## src/hdl/glzw_pkg.sv

```systemverilog
// ----------------------------------------------------------------------------
// glzw_pkg: shared types and constants of the GIF LZW code packer
// Field widths, reset values, transaction structs between the front end,
// the dictionary engine and the bit packer, and code-size helpers.
// ----------------------------------------------------------------------------
package glzw_pkg;

	localparam int CFG_W     = 4;
	localparam int PIX_W     = 8;
	localparam int CODE_W    = 12;
	localparam int CW_W      = 4;
	localparam int NFC_W     = 13;
	localparam int DICT_AW   = CODE_W + PIX_W;
	localparam int ACC_W     = 19;
	localparam int FILL_W    = 5;
	localparam int BATCH_N   = 4;
	localparam int CQ_DEPTH  = 8;
	localparam int FQ_DEPTH  = 4;
	localparam int BQ_DEPTH  = 4;

	localparam int MAX_CODES_DEF       = 4096;
	localparam int SUB_BLOCK_BYTES_DEF = 255;

	localparam logic [CFG_W-1:0] CFG_RESET   = 4'd8;
	localparam logic [CFG_W-1:0] MIN_SIZE_LO = 4'd2;
	localparam logic [CFG_W-1:0] MIN_SIZE_HI = 4'd8;
	localparam logic [CW_W-1:0]  CW_MAX      = CW_W'(CODE_W);

	localparam logic [CODE_W-1:0] PREFIX_RESET = '0;
	localparam logic [CW_W-1:0]   CW_RESET     = CW_W'(CFG_RESET + 1);
	localparam logic [NFC_W-1:0]  NFC_RESET    = NFC_W'((1 << CFG_RESET) + 2);

	typedef struct packed {
		logic [PIX_W-1:0] sym;
		logic             last;
	} pix_t;

	typedef struct packed {
		logic [CODE_W-1:0] code;
		logic [CW_W-1:0]   width;
		logic              eof;
	} code_ent_t;

	typedef struct packed {
		logic [2:0]                count;
		code_ent_t [BATCH_N-1:0]   ent;
	} code_batch_t;

	// clamp the code size register to its legal range
	function automatic logic [CFG_W-1:0] eff_size(input logic [CFG_W-1:0] m);
		logic [CFG_W-1:0] r;
		r = m;
		if (m < MIN_SIZE_LO) r = MIN_SIZE_LO;
		if (m > MIN_SIZE_HI) r = MIN_SIZE_HI;
		return r;
	endfunction

	function automatic logic [PIX_W:0] clear_code(input logic [CFG_W-1:0] m_eff);
		return (PIX_W+1)'(1) << m_eff;
	endfunction

	function automatic logic [PIX_W-1:0] sym_mask(input logic [CFG_W-1:0] m_eff);
		logic [PIX_W:0] c;
		c = clear_code(m_eff) - 1'b1;
		return c[PIX_W-1:0];
	endfunction

endpackage

```

## src/hdl/glzw_front.sv

```systemverilog
// ----------------------------------------------------------------------------
// glzw_front: pixel intake
// Accepts pixel transactions, masks the index down to the code size and
// holds them in a short queue for the dictionary engine.
// ----------------------------------------------------------------------------
module glzw_front (
	input  logic                        clk,
	input  logic                        arst_n,
	input  logic [glzw_pkg::CFG_W-1:0]  min_code_size,
	input  logic                        push,
	output logic                        full,
	input  logic [glzw_pkg::PIX_W-1:0]  pixel_index,
	input  logic                        last_pixel,
	output logic                        pix_valid,
	output glzw_pkg::pix_t              pix,
	input  logic                        pix_pop
);

	localparam int AW = $clog2(glzw_pkg::FQ_DEPTH);

	glzw_pkg::pix_t        fq_q [glzw_pkg::FQ_DEPTH];
	logic [AW-1:0]         wr_q;
	logic [AW-1:0]         rd_q;
	logic [AW:0]           cnt_q;
	logic                  do_push;
	glzw_pkg::pix_t        new_pix;
	logic [glzw_pkg::CFG_W-1:0] m_eff;

	assign m_eff   = glzw_pkg::eff_size(min_code_size);
	assign full    = (cnt_q == (AW+1)'(glzw_pkg::FQ_DEPTH));
	assign do_push = push && !full;
	assign new_pix = '{sym: pixel_index & glzw_pkg::sym_mask(m_eff), last: last_pixel};

	assign pix_valid = (cnt_q != '0);
	assign pix       = fq_q[rd_q];

	always_ff @(posedge clk) begin
		if (do_push) fq_q[wr_q] <= new_pix;
	end

	always_ff @(posedge clk or negedge arst_n) begin
		if (!arst_n) begin
			wr_q  <= '0;
			rd_q  <= '0;
			cnt_q <= '0;
		end else begin
			if (do_push) wr_q <= wr_q + 1'b1;
			if (pix_pop) rd_q <= rd_q + 1'b1;
			cnt_q <= cnt_q + (AW+1)'(do_push) - (AW+1)'(pix_pop);
		end
	end

endmodule

```

## config.mk

```make
export PLATFORM = sky130hd
export DESIGN_NAME = glzw_front
export DESIGN_NICKNAME = d
export VERILOG_FILES = /design/src/hdl/glzw_pkg.sv /design/src/hdl/glzw_front.sv
export SDC_FILE = /design/constraint.sdc
export NUM_CORES = 1
export LEC_CHECK = 0
export ABC_AREA = 1
export BUFFER_PORTS_ARGS = -buffer_cell sky130_fd_sc_hd__buf_2
export CORE_MARGIN = 8
export CORE_UTILIZATION = 52
export DETAILED_ROUTE_END_ITERATION = 16
export PLACE_DENSITY = 0.74
export SKIP_CTS_REPAIR_TIMING = 1
export SYNTH_ARGS = -nofsm -noshare
export SYNTH_HDL_FRONTEND = slang
export SYNTH_SLANG_ARGS = --single-unit
```

## constraint.sdc

```tcl
create_clock -name clk -period 2.25 [get_ports clk]
set_input_delay 0.45 -clock clk [delete_from_list [all_inputs] [get_ports clk]]
set_output_delay 0.45 -clock clk [all_outputs]
set_load 0.01 [all_outputs]
```

[Word-level counts from Yosys, hierarchy flattened]
Memory sizes are Yosys's and may differ from the RTL's.
Cells that the tools add are included.
Cells by class
  reductions and logical operators: 3
  equality and inequality tests: 1
  bitwise gates (word level): 1
  $add $sub $neg: 5
  $lt $le $gt $ge: 2
  multiplexer cells: 4
  shifts and indexed selects: 1
Operators by type and width (count)
  $and A8 B8 Y8: 1
  $mux W4: 2
  $shl A1 B4 Y8 const A: 1
  $sub A8 B1 Y8 const B: 1
  $add A2 B1 Y2 const B: 2
  $gt A4 B4 Y1 const B: 1
  $lt A4 B2 Y1 const B: 1
  $add A3 B1 Y3: 1
  $eq A3 B3 Y1 const B: 1
  $reduce_bool A3 Y1: 1
  $sub A3 B1 Y3: 1
  $mux W1: 2
  $logic_and A1 B1 Y1: 1
  $logic_not A1 Y1: 1
Word-level totals
  word-level logic and storage cells: 21
  memories: 1
  register bits after elaboration: 7
  bits in writable memories: 36
  output and inout port bits: 11
  input bits: 17
Memories
  fq_q: depth 4, width 9, read ports 1, clocked after Yosys merged registers in 0, wr ports 1, line glzw_front.sv:21  | glzw_pkg::pix_t fq_q [glzw_pkg::FQ_DEPTH];

[Depth between registers and ports, before layout]
  depth in word-level cells: 6
  depth in mapped cells: 9

[Worst setup path after synthesis]
Ideal clock, no wire load.
  path kind: register to register
  start: reg cnt_q[1]
  end: reg cnt_q[2]
  slack: 0.421 ns
  arrival: 1.707 ns
  clock period less this slack: 1.829 ns
  data required time: 2.127 ns
  stages on the path, launching flop included: 10
  path through: dfrtp_1 inv_1 nand2_2 o21ai_4 ha_1 inv_1 ha_1 inv_1 fa_1 xnor2_1
Between the ends
  longest elaborated chain between the ends: 5
RTL lines
  start: declaration: line glzw_front.sv:24  | logic [AW:0] cnt_q;
  start signal: assignment: line glzw_front.sv:49  | cnt_q <= cnt_q + (AW+1)'(do_push) - (AW+1)'(pix_pop);
  $eq A3 B3 Y1: line glzw_front.sv:30  | assign full = (cnt_q == (AW+1)'(glzw_pkg::FQ_DEPTH));
  $logic_not A1 Y1: line glzw_front.sv:31  | assign do_push = push && !full;
  $logic_and A1 B1 Y1: line glzw_front.sv:31
  $add A3 B1 Y3 *: line glzw_front.sv:49
  $sub A3 B1 Y3 *: line glzw_front.sv:49
Mark *: on every way between the ends. The rest lies on a longest branch, timed or not.
A chain may end at the register's enable or synchronous reset.

==> impl_metrics.csv <==
group,metric,value,unit
power_and_ir_drop,p_per_area,1200,nW/µm²
placement,post_dp_cell_area,2080,µm²
global_route,grt_pass1_vias,1282,
routing,drt-pass1-iter-count,4,
sta,fmax,484,MHz
power_and_ir_drop,totalPowerFinal,2.63,mW
sta,hold-worst-slack,0.308,ns
placement,port_buffers,27,
routing,drc,0,
routing,drtIter0Drc,106,
yosys,synth.cell_area,1870,µm²
cells_and_area,drive_gt1_share,24.0,%
power_and_ir_drop,leakage,0.892,nW
floorplan,die_area,5770,µm²
floorplan,die_y,76.0,µm
floorplan,die_w,76.0,µm
yosys,synthCells,158,
yosys,synth_area_leaders,"edfxtp_1 (58%), dfrtp_1 (9.4%), nor2_1 (6.4%)",
run,drv_cap,0,
clock_tree,clockBufferDepth,2,
cells_and_area,finalInstanceArea,2180,µm²
yosys,syn-mean-instance-area,11.8,µm²
routing,wire_per_inst,14.5,µm
clock_tree,cts_buffers,5,
yosys,yosys.area.top_type_share,57.8,%
sta,rsz0062_at_grt,"no",
clock_tree,cts_sinks,43,
sta,tns,0,ns
placement,place_ws,0.260,ns
placement,hpwlAfterDp,2490,µm
global_route,grt_pass1_wl,5810,µm
clock_tree,cts_tree,"built",
sta,finalHoldViolCount,0,
clock_tree,htreeDepth,2,
global_route,grt_max_degree,21,
critical_path,criticalPathCategory,"flop to output pin",
placement,gp_congestion,0.732,
cells_and_area,antennaDiodeCount,0,
sta,worst_slack,0.185,ns
sta,fin_crit_sh,91.8,%
yosys,synth_cell_types,22,
floorplan,num_rows,21,
cells_and_area,area_growth,16.7,%
routing,ant_nets,0,
sta,setup_viol,0,
hold_path,min_path_type,"input pin to flop",
floorplan,start_util,55.2,%
critical_path,start_kind,"flop",
sta,finClkSkew,0.0127,ns
global_route,antenna_found_initial,0,
routing,routed-via-count,1223,
critical_path,crit_fanout,10,
routing,via_per_inst,4.97,
global_route,grt_usage,12.9,%
clock_tree,cts_root_buffer,"clkbuf_4",
cells_and_area,final_nets,224,
floorplan,core,3390,µm²
routing,wirelength,3560,µm
power_and_ir_drop,max-vdd-ir-drop,0.000748,V
sta,fin_crit,2.06,ns
outcome,status,"complete, no violations",
critical_path,cp-end-kind,"output pin",
critical_path,critical_path_required,1.80,ns
yosys,yosysTopAreaCell,"edfxtp_1",
critical_path,cp.arrival,1.61,ns
yosys,yosys_warnings,0,
yosys,yosysSeqAreaShare,67.2,%
yosys,synth-seq-cells,43,
global_route,overflow,0,
sta,slew_viol_final,0,
floorplan,io_pins,28,
clock_tree,clk_latency,0.35,ns
clock_tree,path_clk_slew,0.12,ns
[stage by stage]
step	util, %	instances
finish	64.4	246
global route	64.4	246
CTS	62.9	240
detailed placement	61.3	232
global placement	61.3	232
floorplan	-	159
[power breakdown]
part | internal, mW | switching (mW)
combinational | 0.432 | 0.638
clock | 0.121 | 0.235
sequential | 1.08 | 0.119
[placed cells by master, fill, tap and decap left out, types with 2 or more instances in the layout]
cell / n
a21oi_1: 3
buf_2: 27
buf_4: 10
clkbuf_4: 5
clkinvlp_4: 2
conb_1: 2
dfrtp_1: 7
edfxtp_1: 36
ha_1: 7
inv_1: 16
nand2_1: 9
nand3_1: 2
nor2_1: 32
o21ai_0: 19
o22ai_1: 9
xnor2_1: 2
xor2_1: 3
[worst paths after layout]
check / start / to / slack [ns] / depth (start not counted)
setup / recovery: rd_q[1] / pix[5] / 0.19 / 4
hold / removal: pix_pop / rd_q[0] / 0.31 / 2
setup reg to reg: cnt_q[1] / cnt_q[2] / 0.24 / 9
hold reg to reg: wr_q[1] / wr_q[1] / 0.57 / 2
max in group asynchronous: arst_n / cnt_q[2] / 1.64 / 2
min in group asynchronous: arst_n / cnt_q[1] / 0.45 / 2
[synthesized netlist by cell type]
cell      instances
nor3b_1           1
dfrtp_1           7
xor2_1            3
ha_1              7
a21oi_1           3
o21ai_4           1
o21ai_1           1
o22ai_1           9
inv_1            17
nor2_1           32
inv_2             1
buf_2             3
buf_4             1
o21ai_0          19
edfxtp_1         36
xnor2_1           2
nand3_1           2
nand2_2           1
clkbuf_1          1
fa_1              1
nand2_1           9
conb_1            1
[kinds of logic after synthesis]
logic type	Yosys count	synth area share, %
adder cells (fa/ha/maj)	8	5.75
buffers and inverters	23	5.02
XOR/XNOR	5	2.34
other	1	0.200
flip-flops	43	67.2
AO/OA/AOI/OAI	33	10.0
AND/OR/NAND/NOR	45	9.50
[critical path: stages (launching register included)]
cell and delay, ns:
dfrtp_1 0.53, inv_2 0.23, o21ai_0 0.14, o22ai_1 0.18
buf_2 0.18
[state kept, by name, summed over array words and instances (netlist names)]
signal  count
rd_q        2
wr_q        2
fq_q       36
cnt_q       3
[routing by layer]
metal / wire length, µm / GRT usage, %
met1: 1480 / 14.2
met2: 1770 / 21.7
met3: 266 / 4.83
met4: 46 / 5.10
met5: 0 / 0
[layout make-up]
type / count / area (µm²)
inverter: 18 / 71.3
sequential: 43 / 1260
clock buffer: 6 / 41.3
multi-input combinational: 93 / 524
tap: 46 / 57.6
clock inverter: 2 / 12.5
fill: 257 / 1210
timing repair buffer: 38 / 220
(Power assumes the default switching activity.)
